**src/rtl/ctt_pkg.sv**
```systemverilog
// shared widths, token codes and the result item type of the config text tokenizer
package ctt_pkg;

    localparam int POS_W       = 32;
    localparam int LEN_W       = 16;
    localparam int LINE_W      = 20;
    localparam int DEPTH_W     = 8;
    localparam int QUEUE_DEPTH = 4;
    localparam int QPTR_W      = $clog2(QUEUE_DEPTH);
    localparam int QCNT_W      = $clog2(QUEUE_DEPTH + 1);

    typedef enum logic [2:0] {
        KIND_WORD   = 3'd0,
        KIND_SEMI   = 3'd1,
        KIND_BSTART = 3'd2,
        KIND_BEND   = 3'd3,
        KIND_ERROR  = 3'd4,
        KIND_END    = 3'd5
    } kind_t;

    typedef enum logic [2:0] {
        ERR_NONE      = 3'd0,
        ERR_BAD_IDLE  = 3'd1,
        ERR_BAD_WORD  = 3'd2,
        ERR_OPEN_QUOT = 3'd3,
        ERR_UNMATCHED = 3'd4,
        ERR_NO_SEMI   = 3'd5,
        ERR_NEST      = 3'd6
    } err_t;

    typedef struct packed {
        kind_t              kind;
        err_t               err;
        logic [POS_W-1:0]   offset;
        logic [LEN_W-1:0]   length;
        logic [LINE_W-1:0]  line;
        logic               last;
    } result_t;

endpackage

```
**src/rtl/ctt_lexer.sv**
```systemverilog
// lexer state and the per-byte token decision, up to two result items per input item
module ctt_lexer
    import ctt_pkg::*;
(
    input  logic        clk,
    input  logic        rst_n,
    input  logic        accept,
    input  logic [7:0]  data_byte,
    input  logic        end_marker,
    output result_t     res0,
    output result_t     res1,
    output logic [1:0]  nres
);

    typedef enum logic [2:0] {
        ST_IDLE     = 3'd0,
        ST_COMMENT  = 3'd1,
        ST_WORD     = 3'd2,
        ST_QUOTED   = 3'd3,
        ST_WCOMMENT = 3'd4,
        ST_HALT     = 3'd5
    } scan_t;

    localparam logic [7:0] CH_HASH   = 8'h23;
    localparam logic [7:0] CH_SEMI   = 8'h3B;
    localparam logic [7:0] CH_LBRACE = 8'h7B;
    localparam logic [7:0] CH_RBRACE = 8'h7D;
    localparam logic [7:0] CH_QUOTE  = 8'h22;
    localparam logic [7:0] CH_SPACE  = 8'h20;
    localparam logic [7:0] CH_TAB    = 8'h09;
    localparam logic [7:0] CH_NL     = 8'h0A;

    function automatic logic is_letter(input logic [7:0] c);
        return (c >= 8'h41 && c <= 8'h5A) || (c >= 8'h61 && c <= 8'h7A) ||
               (c >= 8'h30 && c <= 8'h39) || c == 8'h5F || c == 8'h2F ||
               c == 8'h2E || c == 8'h3A || c == 8'h3D || c == 8'h2D;
    endfunction

    scan_t               state_reg, state_next;
    logic [POS_W-1:0]    pos_reg, pos_next;
    logic [POS_W-1:0]    start_reg, start_next;
    logic [LEN_W-1:0]    count_reg, count_next;
    logic [LINE_W-1:0]   line_reg, line_next;
    logic [DEPTH_W-1:0]  depth_reg, depth_next;
    logic                pend_reg, pend_next;

    logic [LINE_W-1:0]   line_up;
    logic [LEN_W-1:0]    count_up;
    logic                is_ws, is_delim;
    result_t             word_res, plain_res, delim_res, r0, r1;
    logic [DEPTH_W-1:0]  delim_depth;
    logic                delim_halt;
    logic [1:0]          n;

    assign line_up  = (line_reg == '1) ? line_reg : line_reg + LINE_W'(1);
    assign count_up = (count_reg == '1) ? count_reg : count_reg + LEN_W'(1);
    assign is_ws    = data_byte == CH_SPACE || data_byte == CH_TAB || data_byte == CH_NL;
    assign is_delim = data_byte == CH_SEMI || data_byte == CH_LBRACE ||
                      data_byte == CH_RBRACE;

    // delimiter token, independent of scan state
    always_comb
    begin
        plain_res   = '{kind: KIND_END, err: ERR_NONE, offset: '0, length: '0,
                        line: line_reg, last: 1'b0};
        word_res    = '{kind: KIND_WORD, err: ERR_NONE, offset: start_reg,
                        length: count_reg, line: line_reg, last: 1'b0};
        delim_res   = plain_res;
        delim_depth = depth_reg;
        delim_halt  = 1'b0;
        priority if (data_byte == CH_SEMI)
        begin
            delim_res.kind = KIND_SEMI;
        end
        else if (data_byte == CH_LBRACE)
        begin
            if (depth_reg == '1)
            begin
                delim_res.kind = KIND_ERROR;
                delim_res.err  = ERR_NEST;
                delim_halt     = 1'b1;
            end
            else
            begin
                delim_res.kind = KIND_BSTART;
                delim_depth    = depth_reg + DEPTH_W'(1);
            end
        end
        else
        begin
            if (depth_reg == '0)
            begin
                delim_res.kind = KIND_ERROR;
                delim_res.err  = ERR_UNMATCHED;
                delim_halt     = 1'b1;
            end
            else
            begin
                delim_res.kind = KIND_BEND;
                delim_depth    = depth_reg - DEPTH_W'(1);
            end
        end
    end

    always_comb
    begin
        state_next = state_reg;
        pos_next   = pos_reg + POS_W'(1);
        start_next = start_reg;
        count_next = count_reg;
        line_next  = line_reg;
        depth_next = depth_reg;
        pend_next  = pend_reg;
        r0         = plain_res;
        r1         = plain_res;
        n          = 2'd0;
        if (end_marker)
        begin
            state_next = ST_IDLE;
            pos_next   = '0;
            start_next = '0;
            count_next = '0;
            line_next  = LINE_W'(1);
            depth_next = '0;
            pend_next  = 1'b0;
            if (state_reg == ST_WORD)
            begin
                // the flushed word leaves words pending, so the missing semicolon follows
                r0      = word_res;
                r1.kind = KIND_ERROR;
                r1.err  = ERR_NO_SEMI;
                n       = 2'd2;
            end
            else
            begin
                n = 2'd1;
                priority if (state_reg == ST_HALT)
                begin
                    r0.kind = KIND_END;
                end
                else if (state_reg == ST_QUOTED)
                begin
                    r0.kind = KIND_ERROR;
                    r0.err  = ERR_OPEN_QUOT;
                end
                else if (pend_reg)
                begin
                    r0.kind = KIND_ERROR;
                    r0.err  = ERR_NO_SEMI;
                end
                else
                begin
                    r0.kind = KIND_END;
                end
            end
        end
        else
        begin
            unique case (state_reg)
                ST_IDLE:
                begin
                    priority if (data_byte == CH_HASH)
                    begin
                        state_next = ST_COMMENT;
                    end
                    else if (is_ws)
                    begin
                        if (data_byte == CH_NL)
                            line_next = line_up;
                    end
                    else if (is_delim)
                    begin
                        r0         = delim_res;
                        n          = 2'd1;
                        pend_next  = 1'b0;
                        depth_next = delim_depth;
                        if (delim_halt)
                            state_next = ST_HALT;
                    end
                    else if (is_letter(data_byte))
                    begin
                        start_next = pos_reg;
                        count_next = LEN_W'(1);
                        state_next = ST_WORD;
                    end
                    else if (data_byte == CH_QUOTE)
                    begin
                        start_next = pos_reg + POS_W'(1);
                        count_next = '0;
                        state_next = ST_QUOTED;
                    end
                    else
                    begin
                        r0.kind    = KIND_ERROR;
                        r0.err     = ERR_BAD_IDLE;
                        n          = 2'd1;
                        state_next = ST_HALT;
                    end
                end
                ST_COMMENT, ST_WCOMMENT:
                begin
                    if (data_byte == CH_NL)
                    begin
                        line_next  = line_up;
                        state_next = ST_IDLE;
                    end
                end
                ST_WORD:
                begin
                    priority if (is_letter(data_byte))
                    begin
                        count_next = count_up;
                    end
                    else if (is_ws)
                    begin
                        r0         = word_res;
                        n          = 2'd1;
                        pend_next  = 1'b1;
                        state_next = ST_IDLE;
                        if (data_byte == CH_NL)
                            line_next = line_up;
                    end
                    else if (is_delim)
                    begin
                        r0         = word_res;
                        r1         = delim_res;
                        n          = 2'd2;
                        pend_next  = 1'b0;
                        depth_next = delim_depth;
                        state_next = delim_halt ? ST_HALT : ST_IDLE;
                    end
                    else if (data_byte == CH_HASH)
                    begin
                        r0         = word_res;
                        n          = 2'd1;
                        pend_next  = 1'b1;
                        state_next = ST_WCOMMENT;
                    end
                    else
                    begin
                        r0.kind    = KIND_ERROR;
                        r0.err     = ERR_BAD_WORD;
                        n          = 2'd1;
                        state_next = ST_HALT;
                    end
                end
                ST_QUOTED:
                begin
                    if (data_byte == CH_QUOTE)
                    begin
                        r0         = word_res;
                        n          = 2'd1;
                        pend_next  = 1'b1;
                        state_next = ST_IDLE;
                    end
                    else
                    begin
                        if (data_byte == CH_NL)
                            line_next = line_up;
                        count_next = count_up;
                    end
                end
                ST_HALT:
                begin
                    state_next = ST_HALT;
                end
                default:
                begin
                    state_next = ST_HALT;
                end
            endcase
        end
        if (n == 2'd2)
            r1.last = 1'b1;
        else
            r0.last = 1'b1;
    end

    assign res0 = r0;
    assign res1 = r1;
    assign nres = n;

    always_ff @(posedge clk or negedge rst_n)
    begin
        if (!rst_n)
        begin
            state_reg <= ST_IDLE;
            pos_reg   <= '0;
            start_reg <= '0;
            count_reg <= '0;
            line_reg  <= LINE_W'(1);
            depth_reg <= '0;
            pend_reg  <= 1'b0;
        end
        else if (accept)
        begin
            state_reg <= state_next;
            pos_reg   <= pos_next;
            start_reg <= start_next;
            count_reg <= count_next;
            line_reg  <= line_next;
            depth_reg <= depth_next;
            pend_reg  <= pend_next;
        end
    end

endmodule

```
**src/rtl/config_text_tokenizer.sv**
```systemverilog
// top level of the config text tokenizer: lexer plus result item queue
// The tokenizer takes one text byte (or the end marker) per cycle while
// in_ready is high and is decided in the same cycle it is accepted; its result
// items go into a four-entry queue that drains one item per cycle while
// out_ready is high. A byte that ends a word at ';', '{' or '}', and an end
// marker that closes a bare word, give two result items, so such an input item
// fills two queue entries; all others fill one or none. in_ready is high while
// the queue has at least two free entries, so with the output side always ready
// the block sustains one input item per cycle, but two-result items can hold the
// input side. Result items are registered in the queue before they reach the output.
module config_text_tokenizer
    import ctt_pkg::*;
(
    input  logic               clk,
    input  logic               rst_n,
    input  logic               in_valid,
    output logic               in_ready,
    input  logic [7:0]         data_byte,
    input  logic               end_marker,
    output logic               out_valid,
    input  logic               out_ready,
    output logic [2:0]         token_kind,
    output logic [2:0]         error_code,
    output logic [POS_W-1:0]   word_offset,
    output logic [LEN_W-1:0]   word_length,
    output logic [LINE_W-1:0]  line_number,
    output logic               last
);

    result_t             res0, res1, head;
    logic [1:0]          nres, push;
    logic                accept, pop;
    result_t             queue_reg [QUEUE_DEPTH];
    logic [QPTR_W-1:0]   wr_ptr_reg, rd_ptr_reg;
    logic [QCNT_W-1:0]   cnt_reg;

    assign in_ready  = cnt_reg <= QCNT_W'(QUEUE_DEPTH - 2);
    assign accept    = in_valid && in_ready;
    assign out_valid = cnt_reg != '0;
    assign pop       = out_valid && out_ready;
    assign push      = accept ? nres : 2'd0;

    ctt_lexer u_lexer (
        .clk        (clk),
        .rst_n      (rst_n),
        .accept     (accept),
        .data_byte  (data_byte),
        .end_marker (end_marker),
        .res0       (res0),
        .res1       (res1),
        .nres       (nres)
    );

    always_ff @(posedge clk)
    begin
        if (push != 2'd0)
            queue_reg[wr_ptr_reg] <= res0;
        if (push == 2'd2)
            queue_reg[wr_ptr_reg + QPTR_W'(1)] <= res1;
    end

    always_ff @(posedge clk or negedge rst_n)
    begin
        if (!rst_n)
        begin
            wr_ptr_reg <= '0;
            rd_ptr_reg <= '0;
            cnt_reg    <= '0;
        end
        else
        begin
            wr_ptr_reg <= wr_ptr_reg + QPTR_W'(push);
            if (pop)
                rd_ptr_reg <= rd_ptr_reg + QPTR_W'(1);
            cnt_reg <= cnt_reg + QCNT_W'(push) - QCNT_W'(pop);
        end
    end

    assign head        = queue_reg[rd_ptr_reg];
    assign token_kind  = head.kind;
    assign error_code  = head.err;
    assign word_offset = head.offset;
    assign word_length = head.length;
    assign line_number = head.line;
    assign last        = head.last;

    a_queue_bound: assert property (@(posedge clk) disable iff (!rst_n)
        cnt_reg <= QCNT_W'(QUEUE_DEPTH))
        else $error("result queue overfilled");

    a_err_only_on_error: assert property (@(posedge clk) disable iff (!rst_n)
        out_valid && token_kind != KIND_ERROR |-> error_code == ERR_NONE)
        else $error("error code on a non-error item");

    a_end_is_last: assert property (@(posedge clk) disable iff (!rst_n)
        out_valid && token_kind == KIND_END |-> last)
        else $error("end of input item not marked last");

    a_end_gives_result: assert property (@(posedge clk) disable iff (!rst_n)
        accept && end_marker |=> out_valid)
        else $error("end marker produced no result item");

endmodule

```
**config.mk**
```make
export PLATFORM = sky130hd
export DESIGN_NAME = config_text_tokenizer
export DESIGN_NICKNAME = d
export VERILOG_FILES = /design/src/rtl/ctt_pkg.sv /design/src/rtl/ctt_lexer.sv /design/src/rtl/config_text_tokenizer.sv
export SDC_FILE = /design/constraint.sdc
export NUM_CORES = 1
export LEC_CHECK = 0
export ABC_AREA = 1
export BUFFER_PORTS_ARGS = -buffer_cell sky130_fd_sc_hd__buf_2
export CORE_MARGIN = 4
export CORE_UTILIZATION = 42
export DETAILED_ROUTE_END_ITERATION = 8
export SYNTH_ARGS = -nofsm -noshare
export SYNTH_HDL_FRONTEND = slang
export SYNTH_SLANG_ARGS = --single-unit
```
**constraint.sdc**
```tcl
create_clock -name clk -period 3.5 [get_ports clk]
set_input_delay 0.175 -clock clk [delete_from_list [all_inputs] [get_ports clk]]
set_output_delay 0.175 -clock clk [all_outputs]
set_load 0.02 [all_outputs]
```
Word-level counts from Yosys, hierarchy flattened
Memory sizes are Yosys's and may differ from the RTL's.
Cells that the tools add are included.

operators by class
  order comparisons = 7
  divide/modulo/power cells = 0
  $add $sub $neg = 10
  multipliers = 0
  reduce and logical (&&, ||, !) cells = 33
  multiplexer cells = 118
  equal/unequal tests = 40
  shifts and indexed selects = 0
  bitwise logic cells = 0

operators by type and width
  cell                                                                                  number
  75-bit 2-to-1 mux                                                                     11
  32-bit 2-to-1 mux                                                                     8
  75-bit case mux with 3 select lines                                                   1
  69-bit 2-to-1 mux                                                                     3
  16-bit 2-to-1 mux                                                                     9
  20-bit 2-to-1 mux                                                                     7
  20-bit case mux with 4 select lines                                                   1
  8-bit by 6-bit equality test with 1-bit output (second input constant)                9
  8-bit 2-to-1 mux                                                                      9
  3-bit 2-to-1 mux                                                                      21
  16-bit case mux with 3 select lines                                                   1
  6-bit 2-to-1 mux                                                                      6
  32-bit by 1-bit adder with 32-bit output (second input constant)                      1
  8-bit by 7-bit equality test with 1-bit output (second input constant)                3
  1-bit 2-to-1 mux                                                                      24
  3-bit inequality test (second input constant)                                         7
  20-bit by 1-bit adder with 20-bit output (second input constant)                      1
  20-bit equality test (second input constant)                                          1
  2-bit 2-to-1 mux                                                                      10
  16-bit by 1-bit adder with 16-bit output (second input constant)                      1
  16-bit equality test (second input constant)                                          1
  8-bit by 4-bit equality test with 1-bit output (second input constant)                2
  8-bit by 7-bit greater-or-equal comparator with 1-bit output (second input constant)  2
  8-bit by 7-bit less-or-equal comparator with 1-bit output (second input constant)     2
  other kinds (38)                                                                      67

storage, ports and cells
  memories kept = 1
  latch bits = 0
  ROM bits = 0
  logic and storage cells = 219
  register bits = 119
  RAM bits = 300

memory list
  memory     words  width  read ports  clocked after Yosys merged registers in  write ports  line                         source
  queue_reg  4      75     1           0                                        2            config_text_tokenizer.sv:33  result_t queue_reg [QUEUE_DEPTH];

Logic depth before layout (Yosys ltp)
  depth in word-level cells = 20
  depth in mapped cells = 22

By module
A second synthesis with hierarchy kept.

second synthesis, totals
  cell total of the unflattened synthesis = 3131
  area total of the unflattened synthesis = 24698.7 µm²

by module, submodules not included
  module                 seq. area each (µm²)  instances  area each (µm²)  cells each
  config_text_tokenizer  9183.8                1          15808.9          1785
  ctt_lexer              2803.9                1          8889.8           1346

Worst setup path after synthesis
No wires, ideal clock.

  path kind = register to register
  start = register u_lexer.state_reg[2]
  end = memory queue_reg[2][0] (netlist bit) (enable)
  data required time = 3.116 ns
  setup slack = 0.646 ns
  path buffers = 2
  library setup time = 0.384 ns
  stages on the path, launching flop included = 18
  arrival = 2.470 ns
  path through = dfrtp_1 -> inv_2 -> nand2_1 -> nor2_1 -> inv_1 -> nor2_1 -> nand3_1 -> nand2_1 -> inv_1 -> nand2_1 -> nand2_1 -> nand2_1 -> nand2_1 -> nand2_1 -> buf_6 -> nand2_2 -> buf_2 -> nand2_1

RTL lines
  item                    line                         source
  from (decl)             ctt_lexer.sv:39              scan_t state_reg, state_next;
  from (signal assigned)  ctt_lexer.sv:297             state_reg <= state_next;
  to (decl)               config_text_tokenizer.sv:33

Final worst setup path
  start = register rd_ptr_reg[0]
  end = output word_offset[15]

on the way
  longest elaborated chain between the ends = 1

RTL lines
  item                    line                         source
  from (decl)             config_text_tokenizer.sv:34  logic [QPTR_W-1:0] wr_ptr_reg, rd_ptr_reg;
  from (signal assigned)  config_text_tokenizer.sv:74  rd_ptr_reg <= rd_ptr_reg + QPTR_W'(1);
  memory read 4 x 75 bit  --
  to (decl)               config_text_tokenizer.sv:24  output logic [POS_W-1:0] word_offset,

Every way passes these cells.

==> flow_metrics.tcl <==
set metrics [dict create \
    run_status "completed" \
    core_region_area_um2 50100 \
    vias_per_cell 5.63 \
    cts-buffers-inserted 47 \
    ff2ff_setup_slack_ns 0.61 \
    tightest_slew_ns 1.00 \
    finalSetupTns_ns 0 \
    critPathMaxFanout 73 \
    ctsResizeCount 0 \
    clock_path_buffers 3 \
    startpoint "rd_ptr_reg[0]$_DFFE_PN0P_" \
    crit_slowest_cell "inv_4" \
    antenna_found_initial 0 \
    cts_tree "yes" \
    fin_nets 2817 \
    grt_pass1_vias 18000 \
    drive_gt1_share_pct 9.34 \
    ys_warn_count 0 \
    syn_inst 2797 \
    cap_violations 0 \
    port_buffers 89 \
    fin_worst_skew_ns 0.0149 \
    via_count 19700 \
    clockRootBuffer "clkbuf_16" \
    path_cells "inv_4 -> buf_4 -> o21ai_0 -> o22ai_1 -> buf_2" \
    syn2layout_area_growth_pct 11.9 \
    reg2reg_to "queue_reg[3][43]$_SDFFE_PP0N_" \
    period_needed_ns 2.90 \
    max_stage_delay_ns 0.66 \
    peakVddDrop_uv 789 \
    syn_area_um2 21300 \
    die_h_um 233 \
    drcViolationCount 0 \
    cp.required_ns 3.32 \
    num_io_pins 90 \
    rows 82 \
    insertion_delay_ns 0.58 \
    fp.dieW_um 233 \
    grt_use_total_pct 23.2 \
    final_antenna_net_count 0 \
    avgSynthCellArea_um2 7.60 \
    crit_path_end_kind "primary output" \
    r2r-start "u_lexer.state_reg[2]$_DFFE_PN0P_" \
    clkTransAtPathRegs_ns 0.06 \
    hold_violations 0 \
    critPathArrivalTime_ns 2.72 \
    grt_overflow 0 \
    min_period_over_period_pct 82.8 \
    dpl.hpwl_um 38500 \
    cts_setup_buffers 0 \
    grt_pass1_wl_um 101000 \
    largest_reg_flops 300 \
    cts_num_sinks 419 \
    drt-initial-drc-count 1859 \
    n_antenna_cell 0 \
    finalMaxSlewViolations 0 \
    p_leak_nw 10.3 \
    max_freq_ghz 0.345 \
    seq_area_frac_synth_pct 47.4 \
    grt_max_degree 152 \
    dr.pass1.iters 6 \
    crit_type "reg -> out" \
    fp.dieArea_um2 54300 \
    yosys_register_bits 419 \
    setup_viol 0 \
    critPathLaunchType "flip-flop" \
    power.density_nw_per_um2 929 \
    max_slew_margin_pct 33.1 \
    gp_congestion 0.907 \
    rsz0062_at_grt "false" \
    routed_wirelength_um 64400 \
    p_total_w 0.0221 \
    floorplan.initialDensity_pct 42.5 \
    ys_types 47 \
    crit_end "word_offset[15]" \
    htreeDepth 2 \
    hp-class "in -> reg" \
    avgRoutedWirePerCell_um 18.4 \
    syn_nets 2825 \
    worstRegToRegCells 13 \
]
[report_power, final]
group	total (W)	internal, W	switching [W]
Clock	0.00492	0.00291	0.00200
Sequential	0.00760	0.00668	0.000927
Combinational	0.00957	0.00291	0.00666
Total	0.0221	0.0125	0.00959
[worst max-delay path: cells and delay by family (launching register included)]
kind / cells / cell delay, ns
compound gates: 2 / 0.33
buf+inv: 3 / 1.27
flops: 1 / 0.50
[placed cells by master, fill, tap and decap left out, types with 4 or more instances in the layout]
master / count
nand2_1: 491
edfxtp_1: 108
o31ai_1: 5
nor3_1: 26
nand4_1: 21
o22ai_1: 107
buf_12: 15
ha_1: 13
clkbuf_8: 13
nand2_2: 11
o211ai_1: 32
buf_2: 88
inv_1: 124
o21ai_1: 27
nand3_1: 229
clkbuf_1: 14
clkbuf_16: 49
a21oi_1: 314
o21a_1: 5
buf_4: 48
dfrtp_1: 116
dfxtp_1: 192
o21ai_0: 237
xor2_1: 36
xnor2_1: 4
nor4_1: 10
clkinv_2: 10
nor2_1: 429
inv_2: 10
nor2_2: 4
[final cells by class]
cell class,instances,area [um2]
Clock buffer,76,1460
Clock inverter,11,82.6
Fill cell,5010,26300
Inverter,138,523
Multi-Input combinational cell,2031,9690
Sequential cell,419,10100
Tap cell,672,841
Timing Repair Buffer,152,1110
[cell families after synthesis]
family / count (synthesis) / share of synthesized area, %
AO/OA/AOI/OAI: 739 / 18.7
XOR/XNOR: 40 / 1.65
adder cells (fa/ha/maj): 15 / 0.954
buffers and inverters: 347 / 7.22
flip-flops: 419 / 47.4
AND/OR/NAND/NOR: 1237 / 24.1
[what timing repair did]
item                                   in CTS  in global routing
hold buffers                                1                  0
setup endpoints to repair                   0                  0
endpoints found under the hold margin      60                  0
[per-layer routing]
layer / vias to the layer above / global-route usage [%] / share of wire (%) / routed length (um)
met5: - / 0 / 0 / 0
met4: 0 / 5.75 / 2.0 / 1310
met3: 83 / 3.02 / 6.4 / 4090
met2: 687 / 37.2 / 46 / 29500
met1: 9418 / 33.2 / 46 / 29500
li1: 9503 / - / - / -
[worst min path at each step]
stage,from,to,slack (ns),cells past startpoint
after detailed placement,rst_n,u_lexer.depth_reg[1]$_DFFE_PN0P_,0.34,1
after global placement,rst_n,u_lexer.state_reg[2]$_DFFE_PN0P_,0.33,1
after global routing,out_ready,rd_ptr_reg[0]$_DFFE_PN0P_,0.11,3
final,out_ready,rd_ptr_reg[0]$_DFFE_PN0P_,0.11,3
after CTS,out_ready,rd_ptr_reg[0]$_DFFE_PN0P_,0.07,3
after floorplan,rst_n,cnt_reg[0]$_DFF_PN0_,-0.12,0
[stage by stage]
step / setup slack, ns / cell area (um2) / instances / hold slack, ns / utilization (%)
floorplan: 0.646 / 21300 / 2797 / -0.121 / -
global placement: 0.669 / 22200 / 3411 / 0.330 / 44.4
detailed placement: 0.569 / 22200 / 3411 / 0.337 / 44.4
CTS: 0.599 / 23800 / 3499 / 0.0663 / 47.5
global route: 0.276 / 23800 / 3499 / 0.112 / 47.5
finish: 0.603 / 23800 / 3499 / 0.107 / 47.5
[cell usage after synthesis (all sizes together)]
master	number	area, um2
nand2	503	1910
nor2	437	1670
a21oi	314	1570
o21ai	264	1320
nand3	231	1170
dfxtp	192	3840
inv	137	514
clkbuf	121	455
dfrtp	118	2950
edfxtp	108	3240
o22ai	107	669
buf	88	562
xor2	36	315
o211ai	32	240
nor3	28	150
nand4	21	131
ha	13	163
nor4	10	62.6
o21a	5	37.5
o31ai	5	37.5
xnor2	4	35.0
a31oi	3	18.8
a211oi	2	15.0
and3	2	12.5
fa	2	40.0
nor3b	2	15.0
o2111ai	2	17.5
o21bai	2	15.0
a21boi	1	7.51
and2	1	8.76
clkinv	1	3.75
dfstp	1	26.3
nand3b	1	7.51
o311ai	1	8.76
o41ai	1	8.76
or2	1	6.26
No activity file was read; power rests on OpenSTA's default activity.
